[src/hw/rtl/maze_backtracker_generator_core_defines.svh]
// ----------------------------------------------------------------------------
// Maze generator assertion macros
// Shared assertion forms for the maze backtracker generator core.
// ----------------------------------------------------------------------------
`ifndef MAZE_BACKTRACKER_GENERATOR_CORE_DEFINES_SVH
`define MAZE_BACKTRACKER_GENERATOR_CORE_DEFINES_SVH

// Same-cycle implication, checked outside reset.
`define MBG_ASSERT_IMP(label, clk, rst_n, ante, cons, msg) \
    label: assert property (@(posedge clk) disable iff (!rst_n) (ante) |-> (cons)) \
        else $error(msg);

// Next-cycle implication, checked outside reset.
`define MBG_ASSERT_NXT(label, clk, rst_n, ante, cons, msg) \
    label: assert property (@(posedge clk) disable iff (!rst_n) (ante) |=> (cons)) \
        else $error(msg);

`endif

[src/hw/rtl/mbg_pkg.sv]
// ----------------------------------------------------------------------------
// Maze generator package
// Sizes, codes and shared types of the maze backtracker generator.
// ----------------------------------------------------------------------------
`timescale 1ns / 1ps
`default_nettype none

package mbg_pkg;

    localparam int MAX_COLUMNS = 64;
    localparam int MAX_ROWS    = 64;
    localparam int COL_W       = $clog2(MAX_COLUMNS);
    localparam int ROW_W       = $clog2(MAX_ROWS);
    localparam int ADDR_W      = COL_W + ROW_W;
    localparam int CELLS       = MAX_COLUMNS * MAX_ROWS;
    localparam int CNT_W       = $clog2(CELLS + 1);
    localparam int SIZE_W      = 7;
    localparam int CELL_W      = 5;
    localparam int RND_W       = 8;
    localparam int PADDR_W     = 3;
    localparam int PDATA_W     = 32;

    localparam logic [CELL_W-1:0] OPEN_N  = 5'h01;
    localparam logic [CELL_W-1:0] OPEN_E  = 5'h02;
    localparam logic [CELL_W-1:0] OPEN_S  = 5'h04;
    localparam logic [CELL_W-1:0] OPEN_W  = 5'h08;
    localparam logic [CELL_W-1:0] VISITED = 5'h10;

    // Scan slot after the four neighbors: the stack-top cell itself.
    localparam logic [2:0] SCAN_SELF = 3'd4;

    typedef enum logic [1:0] {
        OP_START = 2'd0,
        OP_STEP  = 2'd1,
        OP_READ  = 2'd2
    } opcode_t;

    typedef enum logic [2:0] {
        ST_CARVED      = 3'd0,
        ST_BACKTRACKED = 3'd1,
        ST_NOOP        = 3'd2,
        ST_READ_DONE   = 3'd3,
        ST_STARTED     = 3'd4
    } status_t;

    typedef enum logic [1:0] {
        DIR_N = 2'd0,
        DIR_E = 2'd1,
        DIR_S = 2'd2,
        DIR_W = 2'd3
    } dir_t;

    typedef enum logic [3:0] {
        S_IDLE,
        S_START_INIT,
        S_CLEAR,
        S_START_FIN,
        S_SCAN,
        S_PICK,
        S_WR_TOP,
        S_WR_NEW,
        S_POP_RD,
        S_POP_CAP,
        S_READ,
        S_FINISH
    } state_t;

    typedef struct packed {
        logic    load_item;
        logic    start_init;
        logic    clr_step;
        logic    start_fin;
        logic    scan_issue;
        logic    pick;
        logic    wr_top;
        logic    wr_new;
        logic    pop_issue;
        logic    pop_cap;
        logic    read_issue;
        logic    finish;
        status_t res_status;
    } cmd_t;

    typedef struct packed {
        logic step_ok;
        logic scan_last;
        logic clr_last;
        logic any_open;
        logic out_busy;
    } sts_t;

    function automatic logic [CELL_W-1:0] open_bit(dir_t d);
        logic [CELL_W-1:0] b;
        case (d)
            DIR_N:   b = OPEN_N;
            DIR_E:   b = OPEN_E;
            DIR_S:   b = OPEN_S;
            default: b = OPEN_W;
        endcase
        return b;
    endfunction

    function automatic dir_t opposite(dir_t d);
        return dir_t'({~d[1], d[0]});
    endfunction

endpackage

`default_nettype wire

[src/hw/rtl/mbg_ctrl.sv]
// ----------------------------------------------------------------------------
// Maze generator controller
// Sequences start, carving step, backtrack and read commands.
// ----------------------------------------------------------------------------
`timescale 1ns / 1ps
`default_nettype none

module mbg_ctrl (
    input  wire                clk,
    input  wire                rst_n,
    input  wire                req_valid,
    output logic               req_ready,
    input  wire  [1:0]         opcode,
    input  mbg_pkg::sts_t      sts,
    output mbg_pkg::cmd_t      cmd
);

    mbg_pkg::state_t  state_reg;
    mbg_pkg::state_t  state_next;
    mbg_pkg::status_t res_status_reg;
    mbg_pkg::status_t res_status_next;

    always_ff @(posedge clk or negedge rst_n)
    begin
        if (!rst_n)
        begin
            state_reg      <= mbg_pkg::S_IDLE;
            res_status_reg <= mbg_pkg::ST_NOOP;
        end
        else
        begin
            state_reg      <= state_next;
            res_status_reg <= res_status_next;
        end
    end

    always_comb
    begin
        state_next      = state_reg;
        res_status_next = res_status_reg;
        case (state_reg)
            mbg_pkg::S_IDLE:
            begin
                if (req_valid)
                begin
                    case (opcode)
                        mbg_pkg::OP_START:
                        begin
                            state_next = mbg_pkg::S_START_INIT;
                        end
                        mbg_pkg::OP_STEP:
                        begin
                            if (sts.step_ok)
                            begin
                                state_next = mbg_pkg::S_SCAN;
                            end
                            else
                            begin
                                state_next      = mbg_pkg::S_FINISH;
                                res_status_next = mbg_pkg::ST_NOOP;
                            end
                        end
                        default:
                        begin
                            state_next = mbg_pkg::S_READ;
                        end
                    endcase
                end
            end
            mbg_pkg::S_START_INIT:
            begin
                state_next = mbg_pkg::S_CLEAR;
            end
            mbg_pkg::S_CLEAR:
            begin
                if (sts.clr_last)
                begin
                    state_next = mbg_pkg::S_START_FIN;
                end
            end
            mbg_pkg::S_START_FIN:
            begin
                state_next      = mbg_pkg::S_FINISH;
                res_status_next = mbg_pkg::ST_STARTED;
            end
            mbg_pkg::S_SCAN:
            begin
                if (sts.scan_last)
                begin
                    state_next = mbg_pkg::S_PICK;
                end
            end
            mbg_pkg::S_PICK:
            begin
                if (sts.any_open)
                begin
                    state_next      = mbg_pkg::S_WR_TOP;
                    res_status_next = mbg_pkg::ST_CARVED;
                end
                else
                begin
                    state_next      = mbg_pkg::S_POP_RD;
                    res_status_next = mbg_pkg::ST_BACKTRACKED;
                end
            end
            mbg_pkg::S_WR_TOP:
            begin
                state_next = mbg_pkg::S_WR_NEW;
            end
            mbg_pkg::S_WR_NEW:
            begin
                state_next = mbg_pkg::S_FINISH;
            end
            mbg_pkg::S_POP_RD:
            begin
                state_next = mbg_pkg::S_POP_CAP;
            end
            mbg_pkg::S_POP_CAP:
            begin
                state_next = mbg_pkg::S_FINISH;
            end
            mbg_pkg::S_READ:
            begin
                state_next      = mbg_pkg::S_FINISH;
                res_status_next = mbg_pkg::ST_READ_DONE;
            end
            mbg_pkg::S_FINISH:
            begin
                if (!sts.out_busy)
                begin
                    state_next = mbg_pkg::S_IDLE;
                end
            end
            default:
            begin
                state_next = mbg_pkg::S_IDLE;
            end
        endcase
    end

    always_comb
    begin
        cmd            = '0;
        cmd.res_status = res_status_reg;
        req_ready      = 1'b0;
        case (state_reg)
            mbg_pkg::S_IDLE:
            begin
                req_ready     = 1'b1;
                cmd.load_item = req_valid;
            end
            mbg_pkg::S_START_INIT: cmd.start_init = 1'b1;
            mbg_pkg::S_CLEAR:      cmd.clr_step   = 1'b1;
            mbg_pkg::S_START_FIN:  cmd.start_fin  = 1'b1;
            mbg_pkg::S_SCAN:       cmd.scan_issue = 1'b1;
            mbg_pkg::S_PICK:       cmd.pick       = 1'b1;
            mbg_pkg::S_WR_TOP:     cmd.wr_top     = 1'b1;
            mbg_pkg::S_WR_NEW:     cmd.wr_new     = 1'b1;
            mbg_pkg::S_POP_RD:     cmd.pop_issue  = 1'b1;
            mbg_pkg::S_POP_CAP:    cmd.pop_cap    = 1'b1;
            mbg_pkg::S_READ:       cmd.read_issue = 1'b1;
            mbg_pkg::S_FINISH:     cmd.finish     = !sts.out_busy;
            default:               cmd.finish     = 1'b0;
        endcase
    end

endmodule

`default_nettype wire

[config.mk]
export PLATFORM = sky130hd
export DESIGN_NAME = mbg_ctrl
export DESIGN_NICKNAME = d
export VERILOG_FILES = /design/src/hw/rtl/maze_backtracker_generator_core_defines.svh /design/src/hw/rtl/mbg_pkg.sv /design/src/hw/rtl/mbg_ctrl.sv
export SDC_FILE = /design/constraint.sdc
export NUM_CORES = 1
export LEC_CHECK = 0
export BUFFER_PORTS_ARGS = -buffer_cell sky130_fd_sc_hd__buf_2
export CAP_MARGIN = 20
export CORE_MARGIN = 3
export CORE_UTILIZATION = 45
export CTS_CLUSTER_DIAMETER = 40
export DETAILED_ROUTE_END_ITERATION = 8
export PLACE_DENSITY = 0.84
export SYNTH_ARGS = -nofsm -noshare
export SYNTH_HDL_FRONTEND = slang
export SYNTH_SLANG_ARGS = --single-unit
[constraint.sdc]
create_clock -name clk -period 2.2 [get_ports clk]
set_clock_uncertainty 0.2 [all_clocks]
set_input_delay 0.11 -clock clk [delete_from_list [all_inputs] [get_ports clk]]
set_output_delay 0.11 -clock clk [all_outputs]
set_load 0.005 [all_outputs]
==> metrics.txt, run 1 <==
Slowest cell on crit path dfrtp_1; startpoint types flop; WP buf/inv 1; remaining antenna violation count 0; Vert. Die Dim about 43 um; final hold vios 0; Cell Rows 12; Compound-Gate Fraction of Synth Area 0.283; multiplexer share of the synthesized area 0; crit path kind reg2out; Clock Latency Late Sink 0.27 ns; HP Start sts[2]; Synth Area per Inst 7.26 sq um; run status finished clean; Final Cycle Share 0.874; fin area approximately 770 sq um; Hold EP state_reg[1]; reg-to-reg startpoint state_reg[1]; TritonCTS clock tree built; Rel. slew slack 0.647; Worst-path clk slew around 0.060 ns; clock sink total 7; Post-Synthesis Cell Area 624 sq um; IO Port Bufs 25; CP endpoint kind primary output; hold slack 0.00197 ns; 1st-iter DRT viols 27; FF-to-FF End res_status_reg[0]; initial antenna violation count 0; P per Cell Area ~1300 nW/um^2; setup violators final 0; synthesized instance count between 80 and 90; xor/xnor cell area share of the yosys netlist 0; Placed Area just over 700 sq um; utilization after layout 0.641; Area growth syn-to-layout 23.2%; Max Slew Vio Count 0; total track usage 0.222; PnR Total Power between 900 and 1000 uW; Min-Delay Path Class in2reg; number of library cell types mapped by synthesis 34; Ys Warns 0; Final nets 122; die footprint about 1900 sq um; CP delay by family, top flip-flops; Worst R2R Setup Slack about 0.48 ns; clock share of power 0.134; IO Pins 26; Final min period slightly below 2 ns; Initial Util 0.520; worst-path cell chain nand2b_1 -> nor2_1 -> buf_2; hpwl dp between 1 and 1.5 mm; Critical Path RT 1.89 ns; largest stage delay on the critical path between 0.6 and 0.7 ns; Yosys reg bits 7; average vias per placed instance ~6.1; DR vias 766; most frequent cells in the layout 25 x buf_2, 16 x nor2_1, 7 x nand2_1, 6 x dfrtp_1, 5 x o21ai_1; Die X between 40 and 50 um; Post-Synth Simple-Gate Area 0.319; TritonCTS Buffers 3; Final GP Congestion roughly 0.86; largest net degree at the start of global routing 19; Core Footprint 1200 sq um; H-tree Lvls 1; RSZ-0062 raised after global routing no; sequential area share after synthesis 0.283; sw frac 0.476; share of cells above drive strength 1 0.288; CP max FO 18; power share of the sequential group 0.291; drt pass-1 iters 4; leakage between 0.0003 and 0.0004 uW; hold depth 4; grt total ovfl 0; Reg2Reg Depth 4; IR drop worst, VDD between 0.0007 and 0.0008 V; first-pass GRT wire length slightly above 3 mm; CTS root buffer clkbuf_4; Psw around 470 uW; Post-CTS Hold Fix Bufs 3; # DRC 0; Synth Area in Adders 0; worst slew pin tran 0.529 ns; combinational share of power 0.576; maxcap violations 0; max reg flops 4; vias in the first global route slightly below 700; Internal ~510 uW; WL final 1.87 mm; CP arrival roughly 1.6 ns; main combinational cell family by area after synthesis simple AND/OR/NAND/NOR gates; Max Root-Sink Buffers 2; routed length per instance around 15 um; commonest non-fill, non-tap cell in the layout buf_2; syn_nets 96; n_diodes 0; maximum clock rate about 520 MHz; Final TNS setup 0 ns; post-CTS sizing 0; postcts setup bufs 0
## layer usage
layer | vias up | global-route usage | part of all wire | routed length [um]
met5 | - | 0 | 0 | 0
met4 | 0 | 0.0964 | 0.032 | 60
met3 | 12 | 0.0636 | 0.096 | 180
met2 | 52 | 0.383 | 0.47 | 882
met1 | 343 | 0.247 | 0.40 | 745
li1 | 359 | - | - | -
## metrics by stage
step / cells / worst slack (ns)
after global placement: 118 / 0.529
after detailed placement: 118 / 0.498
after floorplan: 86 / 0.669
after global routing: 125 / 0.209
after CTS: 125 / 0.344
final: 125 / 0.277
## cells by family after synthesis
group | after synthesis
and+or+nand+nor | 41
AOI/OAI and AO/OA | 27
buffers and inverters | 11
DFF | 7
## power by group through the flow
| stage | registers, uW | logic, uW | clock network [uW] |
|---|---|---|---|
| 2_1_floorplan | 227 | 493 | 0 |
| 3_3_place_gp | 282 | 534 | 0 |
| 3_5_place_dp | 285 | 550 | 0 |
| 4_1_cts | 284 | 558 | 130 |
| 5_1_grt | 301 | 629 | 136 |
| 6_report | 285 | 565 | 131 |
## worst max-delay path by stage
stage                             from           endpoint  slack (ns)  depth (start not counted)
after floorplan           state_reg[1]  res_status_reg[0]        0.67                          6
after detailed placement  state_reg[1]  res_status_reg[0]        0.50                          4
final                     state_reg[2]             cmd[9]        0.28                          3
after global routing      state_reg[0]            cmd[11]        0.21                          3
after CTS                 state_reg[2]             cmd[9]        0.34                          3
after global placement    state_reg[1]  res_status_reg[0]        0.53                          4
## tightest hold or removal path, cell delays in order
cell      delay, ns
buf_2          0.09
o31ai_1        0.06
nand3b_1       0.10
o21ai_1        0.07
## cell type report
class,instances,area [sq um]
sequential,7,176
timing repair buffer,29,163
fill,124,432
tap,14,17.5
inverter,3,11.3
clock buffer,4,26.3
multi-input combinational,68,375
## Yosys cell counts
cell type,instances,area [sq um]
nor2b_1,2,12.5
and4b_1,1,10.0
nor2_2,1,6.26
nand3_1,1,5.00
and3_1,1,6.26
nor2_1,16,60.1
dfstp_2,1,26.3
nand2b_1,4,25.0
a21oi_1,4,20.0
and2_1,1,6.26
a221oi_1,1,8.76
nand2_1,7,26.3
o21bai_1,1,7.51
buf_2,4,20.0
nor3_1,4,20.0
a31oi_1,2,12.5
buf_6,3,33.8
inv_1,3,11.3
o22ai_1,1,6.26
nor3b_1,1,7.51
o311ai_1,1,8.76
dfrtp_1,6,150
buf_4,1,7.51
o21a_1,1,7.51
or2_1,1,6.26
a21o_1,1,7.51
nand3b_1,1,7.51
o21ai_1,5,25.0
a21oi_2,1,8.76
o211ai_1,1,7.51
o31ai_1,3,22.5
o21ai_0,3,15.0
a221o_1,1,10.0
o2111ai_1,1,8.76
No activity file was read; power rests on OpenSTA's default activity.
==> run 2: changes to the inputs <==
- CORE_UTILIZATION: 45 -> 46
- HOLD_SLACK_MARGIN: unset -> 0.03
- PLACE_DENSITY: 0.84 -> 0.85
- SETUP_SLACK_MARGIN: unset -> 0.5
==> run 2 against run 1 <==
Sequential share of layout area fell by 1.7 points. Wire length rose by 16%. Register-to-register slack improved by 0.07 ns. Setup slack improved by 0.20 ns. Die area fell by 1.9%. Critical path type unchanged.
==> metrics.txt, run 2 (synthesis results as in run 1) <==
die footprint 1840 sq um (was 1870 sq um); RSZ-0062 raised after global routing yes (was no); commonest non-fill, non-tap cell in the layout buf_2 (unchanged); Core Footprint 1190 sq um (was 1200 sq um); crit path kind reg2out (unchanged); CP endpoint kind primary output (unchanged); hpwl dp 1.23 mm (was 1.37 mm); initial antenna violation count 0 (unchanged); hold slack 0.105 ns (was 0.00197 ns); most frequent cells in the layout 25 x buf_2, 15 x nor2_1, 7 x nand2_1, 7 x dlygate4sd3_1, 5 x o21ai_1 (was 25 x buf_2, 16 x nor2_1, 7 x nand2_1, 6 x dfrtp_1, 5 x o21ai_1); IO Pins 26 (unchanged); # DRC 0 (unchanged); CTS root buffer clkbuf_4 (unchanged); Die X 42.8 um (was 43.3 um); Worst-path clk slew 0.06 ns (about the same); Final nets 130 (was 122); average vias per placed instance 6.36 (was 6.13); total track usage 0.212 (was 0.222); setup violators final 0 (unchanged); CP arrival 1.41 ns (was 1.61 ns); Initial Util 0.526 (was 0.520); Final min period 1.72 ns (was 1.92 ns); leakage 0.000422 uW (was 0.000379 uW); H-tree Lvls 1 (unchanged); Final TNS setup 0 ns (unchanged); TritonCTS clock tree built (unchanged); combinational share of power 0.592 (was 0.576); clock share of power 0.121 (was 0.134); share of cells above drive strength 1 0.378 (was 0.288); run status finished clean (unchanged); startpoint types flop (unchanged); placed cell count 117 (was 118); Post-Layout Cell Count 133 (was 125); worst slew pin tran 0.344 ns (was 0.529 ns); Rel. slew slack 0.770 (was 0.647); drt pass-1 iters 5 (was 4); routed length per instance 16.2 um (was 14.9 um); Min-Delay Path Class in2reg (unchanged); HP Start sts[3] (was sts[2]); Vert. Die Dim 42.8 um (was 43.3 um); remaining antenna violation count 0 (unchanged); Internal 555 uW (was 515 uW); WL final 2.16 mm (was 1.87 mm); Final GP Congestion 0.895 (was 0.859); clock sink total 7 (unchanged); TritonCTS Buffers 3 (unchanged); Placed Area 706 sq um (was 713 sq um); Cell Rows 12 (unchanged); maxcap violations 0 (unchanged); first-pass GRT wire length 3.02 mm (was 3.08 mm); Max Slew Vio Count 0 (unchanged); Final Cycle Share 0.782 (was 0.874); power share of the sequential group 0.287 (was 0.291); sw frac 0.483 (was 0.476); n_diodes 0 (unchanged); P per Cell Area 1240 nW/um^2 (was 1280 nW/um^2); fin area 865 sq um (was 769 sq um); max reg flops 4 (unchanged); worst setup path startpoint state_reg[1] (was state_reg[2]); final hold vios 0 (unchanged); IR drop worst, VDD 0.000642 V (was 0.000735 V); maximum clock rate 581 MHz (was 520 MHz); vias in the first global route 676 (was 689); Max Root-Sink Buffers 2 (unchanged); largest net degree at the start of global routing 22 (was 19); reg-to-reg startpoint state_reg[2] (was state_reg[1]); DR vias 846 (was 766); grt total ovfl 0 (unchanged); IO Port Bufs 25 (unchanged); Critical Path RT 1.89 ns (about the same); Area growth syn-to-layout 38.5% (was 23.2%); 1st-iter DRT viols 56 (was 27); Psw 519 uW (was 467 uW); Clock Latency Late Sink 0.27 ns (about the same); CP max FO 10 (was 18)
[run 2: cell types whose count changed in the layout (fill, tap and decap cells not counted), sizes merged]
cell         previous run  this run
buf                    26        28
clkbuf                  4         6
dlygate4sd3             3         7
[run 2: cell type report]
class | count | area [sq um]
multi-input cells | 68 | 395
fillers | 91 | 322
repair buffers | 37 | 230
flip-flops and latches | 7 | 184
clock buffers | 4 | 26.3
well taps | 14 | 17.5
inverters | 3 | 11.3
[run 2: timing repair]
item / CTS / global route
endpoints found under the hold margin: 12 / 0
gates cloned: 0 / 0
resized for setup: 4 / 7
setup endpoints to repair: 13 / 15
buffers inserted: 0 / 5
hold buffers: 7 / 0
[run 2: power groups by stage]
stage | sequential (uW) | clock [uW] | combinational (uW)
after floorplan | 227 | 0 | 493
after global placement | 303 | 0 | 490
after detailed placement | 306 | 0 | 506
after CTS | 310 | 120 | 526
after global routing | 317 | 132 | 685
final | 308 | 130 | 636
[run 2: metrics by stage]
stage	total power, uW	utilization	setup WS [ns]
after floorplan	720	-	0.669
after global placement	794	0.595	0.498
after detailed placement	812	0.595	0.448
after CTS	956	0.685	0.491
after global routing	1130	0.729	0.448
final	1070	0.729	0.479
[run 2: path summary, 6_finish.rpt]
check | endpoint | slack (ns) | cells past startpoint
max reg2reg | state_reg[0] | 0.55 | 5
max in group asynchronous | state_reg[3] | 0.90 | 3
min reg2reg | res_status_reg[2] | 0.28 | 1
min in group asynchronous | res_status_reg[1] | 0.12 | 2
min | state_reg[1] | 0.11 | 5
max | cmd[11] | 0.48 | 3
[run 2: critical path, cell delays in order (launching register included)]
cell and delay, ns:
dfrtp_2 0.49, nand2_1 0.19, nor3_2 0.27, buf_2 0.19
[run 2: layer usage]
| metal | global-route usage | vias up | routed length (um) |
|---|---|---|---|
| met4 | 0.0932 | 0 | 91 |
| met3 | 0.0424 | 20 | 181 |
| met1 | 0.260 | 391 | 892 |
| met5 | 0 | - | 0 |
| met2 | 0.353 | 69 | 993 |
| li1 | - | 366 | - |
==> run 3: changes to the inputs <==
- clock period: 2.2 -> 1.7 ns (I/O delays scaled with it)
==> run 3 against run 2 <==
Synthesized area unchanged. Synthesized cell count unchanged. The run now fails in global routing (5_1_grt).
==> metrics.txt, run 3 <==
run status stopped before the end (was finished clean); Halt Stage global routing (5_1_grt); First Error [ERROR DPL-0038] Utilization greater than 100%, impossible to legalize; top post-synthesis cells by count 16 x nor2_1, 7 x nand2_1, 6 x dfrtp_1 (unchanged); Post-synth EDFFs 0 (unchanged); Yosys reg bits 7 (unchanged); synthesized instance count 86 (unchanged); Initial Util 0.526 (unchanged); CTS root buffer clkbuf_4 (unchanged); most common cell in the netlist nor2_1 (unchanged); syn_nets 96 (unchanged); worst ep type sequential cell input; largest net degree at the start of global routing 10; H-tree Lvls 1 (unchanged); Main synth FF type dfrtp_1 (unchanged); share of the synthesized area in the top cell type 0.240 (unchanged); Cell Rows 12 (unchanged); async set-or-reset flop fraction in the synthesized netlist 1.00 (unchanged); Die X 42.8 um (unchanged); Synth Area per Inst 7.26 sq um (unchanged); IO Port Bufs 25 (unchanged); clock sink total 7 (unchanged); hpwl dp 1.33 mm (was 1.23 mm); TritonCTS Buffers 3 (unchanged); Vert. Die Dim 42.8 um (unchanged); Final GP Congestion 0.845 (was 0.895); largest cells by area after synthesis dfrtp_1 24%, nor2_1 9.6%, buf_6 5.4% (unchanged); IO Pins 26 (unchanged); sequential area share after synthesis 0.283 (unchanged); Max Root-Sink Buffers 2 (unchanged); Post-Synthesis Cell Area 624 sq um (unchanged); Ys Warns 0 (unchanged); number of library cell types mapped by synthesis 34 (unchanged); Placed Area 762 sq um (was 706 sq um); GR repair worst EP res_status_reg[1]$_DFFE_PN1P_/D; largest area contributor in the netlist dfrtp_1 (unchanged)
## run 3: timing repair
item	CTS
pin swaps	12
buffers inserted	17
resized for setup	28
hold buffers	6
endpoints found under the setup margin	21
endpoints found under the hold margin	12
## run 3: through the flow
step | std cells | hold slack [ns] | setup slack [ns]
after floorplan | 86 | -0.411 | 0.184
after global placement | 122 | -0.271 | 0.103
after detailed placement | 122 | -0.271 | 0.0396
after CTS | 149 | -0.0221 | 0.164
## run 3: logic make-up after synthesis
group | after synthesis | share of synthesized area
buffers and inverters | 11 | 0.116
AOI/OAI and AO/OA | 27 | 0.283
and+or+nand+nor | 41 | 0.319
DFF | 7 | 0.283
==> run 4: changes to the inputs <==
- CORE_AREA: unset -> 3 3 64 66
- CORE_MARGIN: 3 -> unset
- CORE_UTILIZATION: 46 -> unset
- CTS_CLUSTER_DIAMETER: 40 -> unset
- DIE_AREA: unset -> 0 0 67 69
- HOLD_SLACK_MARGIN: 0.03 -> unset
- PLACE_DENSITY: 0.85 -> unset
- PLACE_DENSITY_LB_ADDON: unset -> 0.15
- SETUP_SLACK_MARGIN: 0.5 -> unset
==> run 4 against run 3 <==
The run now ends clean.
==> metrics.txt, run 4 (synthesis results as in run 1) <==
run status finished clean (was stopped before the end); CTS root buffer clkbuf_8 (was clkbuf_4); clock share of power 0.166; n_diodes 0; CP arrival ~1.5 ns; vias in the first global route just over 700; setup violators final 0; worst-path cell chain nor2_2 -> and4b_2 -> o31ai_1 -> a221o_1; IO Pins 26 (unchanged); DR vias a little over 700; Vert. Die Dim 69 um (was 42.8 um); # DRC 0; die footprint between 4000 and 5000 sq um; Placed Area 801 sq um (was 762 sq um); worst slew pin tran between 0.3 and 0.4 ns; leakage around 0.00043 uW; Clock Latency Late Sink ~0.23 ns; WP buf/inv 0; postcts setup bufs 0 (was 17); combinational share of power 0.571; startpoint types flop; grt total ovfl 0; # fillers ~440; drt pass-1 iters 4; Min-Delay Path Class in2async; Final nets between 100 and 150; remaining antenna violation count 0; Final min period between 1.5 and 2 ns; TritonCTS clock tree built; Psw 627 uW; Final GP Congestion 0.796 (was 0.845); Die X 67 um (was 42.8 um); Max Slew Vio Count 0; CP delay by family, top flip-flops; IR drop worst, VDD 0.000451 V; Initial Util 0.172 (was 0.526); maximum clock rate just over 600 MHz; Final Cycle Share 0.964; Slowest cell on crit path dfrtp_2; hpwl dp 1.68 mm (was 1.33 mm); 1st-iter DRT viols 17; most frequent cells in the layout 25 x buf_2, 16 x nor2_1, 7 x nand2_1, 7 x buf_4, 5 x o21ai_1; sw frac 0.432; largest stage delay on the critical path approximately 0.48 ns; first-pass GRT wire length 3.33 mm; Area growth syn-to-layout 44.3%; placed cell count 158 (was 122); commonest non-fill, non-tap cell in the layout buf_2; average vias per placed instance approximately 4.4; fin area approximately 900 sq um; Core Footprint between 3000 and 4000 sq um; Worst-path clk slew approximately 0.050 ns; initial antenna violation count 0; H-tree Lvls 1 (unchanged); clock sink total 7 (unchanged); RSZ-0062 raised after global routing yes; max reg flops 4; P per Cell Area roughly 1600 nW/um^2; power share of the sequential group 0.263; IO Port Bufs 25 (unchanged); CP endpoint kind flop; total track usage 0.0926; WL final about 2.1 mm; final hold vios 0; Cell Rows 22 (was 12); routed length per instance between 10 and 15 um; crit path kind reg2reg; Post-Layout Cell Count roughly 170; Max Root-Sink Buffers 2 (unchanged); CP max FO 11; Critical Path RT ~1.6 ns; TritonCTS Buffers 3 (unchanged); hold slack between 0.02 and 0.03 ns; maxcap violations 0; share of cells above drive strength 1 0.385; Internal about 820 uW; Rel. slew slack 0.786; largest net degree at the start of global routing 16
[run 4: final cells by class]
type	count	area, sq um	share of cell area
clock buffers	4	45.0	0.0500
inverters	3	11.3	0.0125
multi-input cells	68	397	0.440
flip-flops and latches	7	180	0.200
well taps	48	60.1	0.0667
repair buffers	35	208	0.231
[run 4: power by group through the flow]
| stage | Clock (uW) | Combinational (uW) | Sequential [uW] |
|---|---|---|---|
| after floorplan | 0 | 638 | 294 |
| after global routing | 260 | 925 | 404 |
| after CTS | 250 | 818 | 364 |
| final | 241 | 828 | 382 |
| after global placement | 0 | 810 | 358 |
| after detailed placement | 0 | 797 | 362 |
[run 4: routing by layer]
layer	vias to the layer above	part of all wire	global-route usage	routed length, um
met2	19	0.48	0.140	988
met1	332	0.46	0.120	949
li1	369	-	-	-
met3	0	0.055	0.0309	112
met4	0	0	0.0338	0
met5	-	0	0	0
[run 4: worst paths after layout]
| check | depth (start not counted) | start | endpoint | slack [ns] |
|---|---|---|---|---|
| worst max register to register | 4 | state_reg[0] | res_status_reg[0] | 0.06 |
| worst min-delay path | 2 | rst_n | state_reg[2] | 0.03 |
| max in group asynchronous | 2 | rst_n | res_status_reg[1] | 1.02 |
| min in group clk | 3 | sts[4] | state_reg[2] | 0.03 |
| worst min register to register | 1 | res_status_reg[2] | res_status_reg[2] | 0.27 |
| worst max-delay path | 4 | state_reg[0] | res_status_reg[0] | 0.06 |
[run 4: repair_timing]
item / 4_1_cts / 5_1_grt
hold buffers: 3 / 0
hold endpoints to repair: 10 / 0
resized for setup: 3 / 6
pin swaps: 0 / 0
endpoints found under the setup margin: 3 / 5
[run 4: through the flow]
| step | power (uW) | worst slack [ns] | setup TNS [ns] | utilization |
|---|---|---|---|---|
| floorplan | 932 | 0.169 | 0 | - |
| global placement | 1170 | 0.0419 | 0 | 0.220 |
| detailed placement | 1160 | 0.0297 | 0 | 0.220 |
| CTS | 1430 | -0.0422 | -0.0544 | 0.243 |
| global route | 1590 | -0.0242 | -0.0242 | 0.248 |
| finish | 1450 | 0.0613 | 0 | 0.248 |
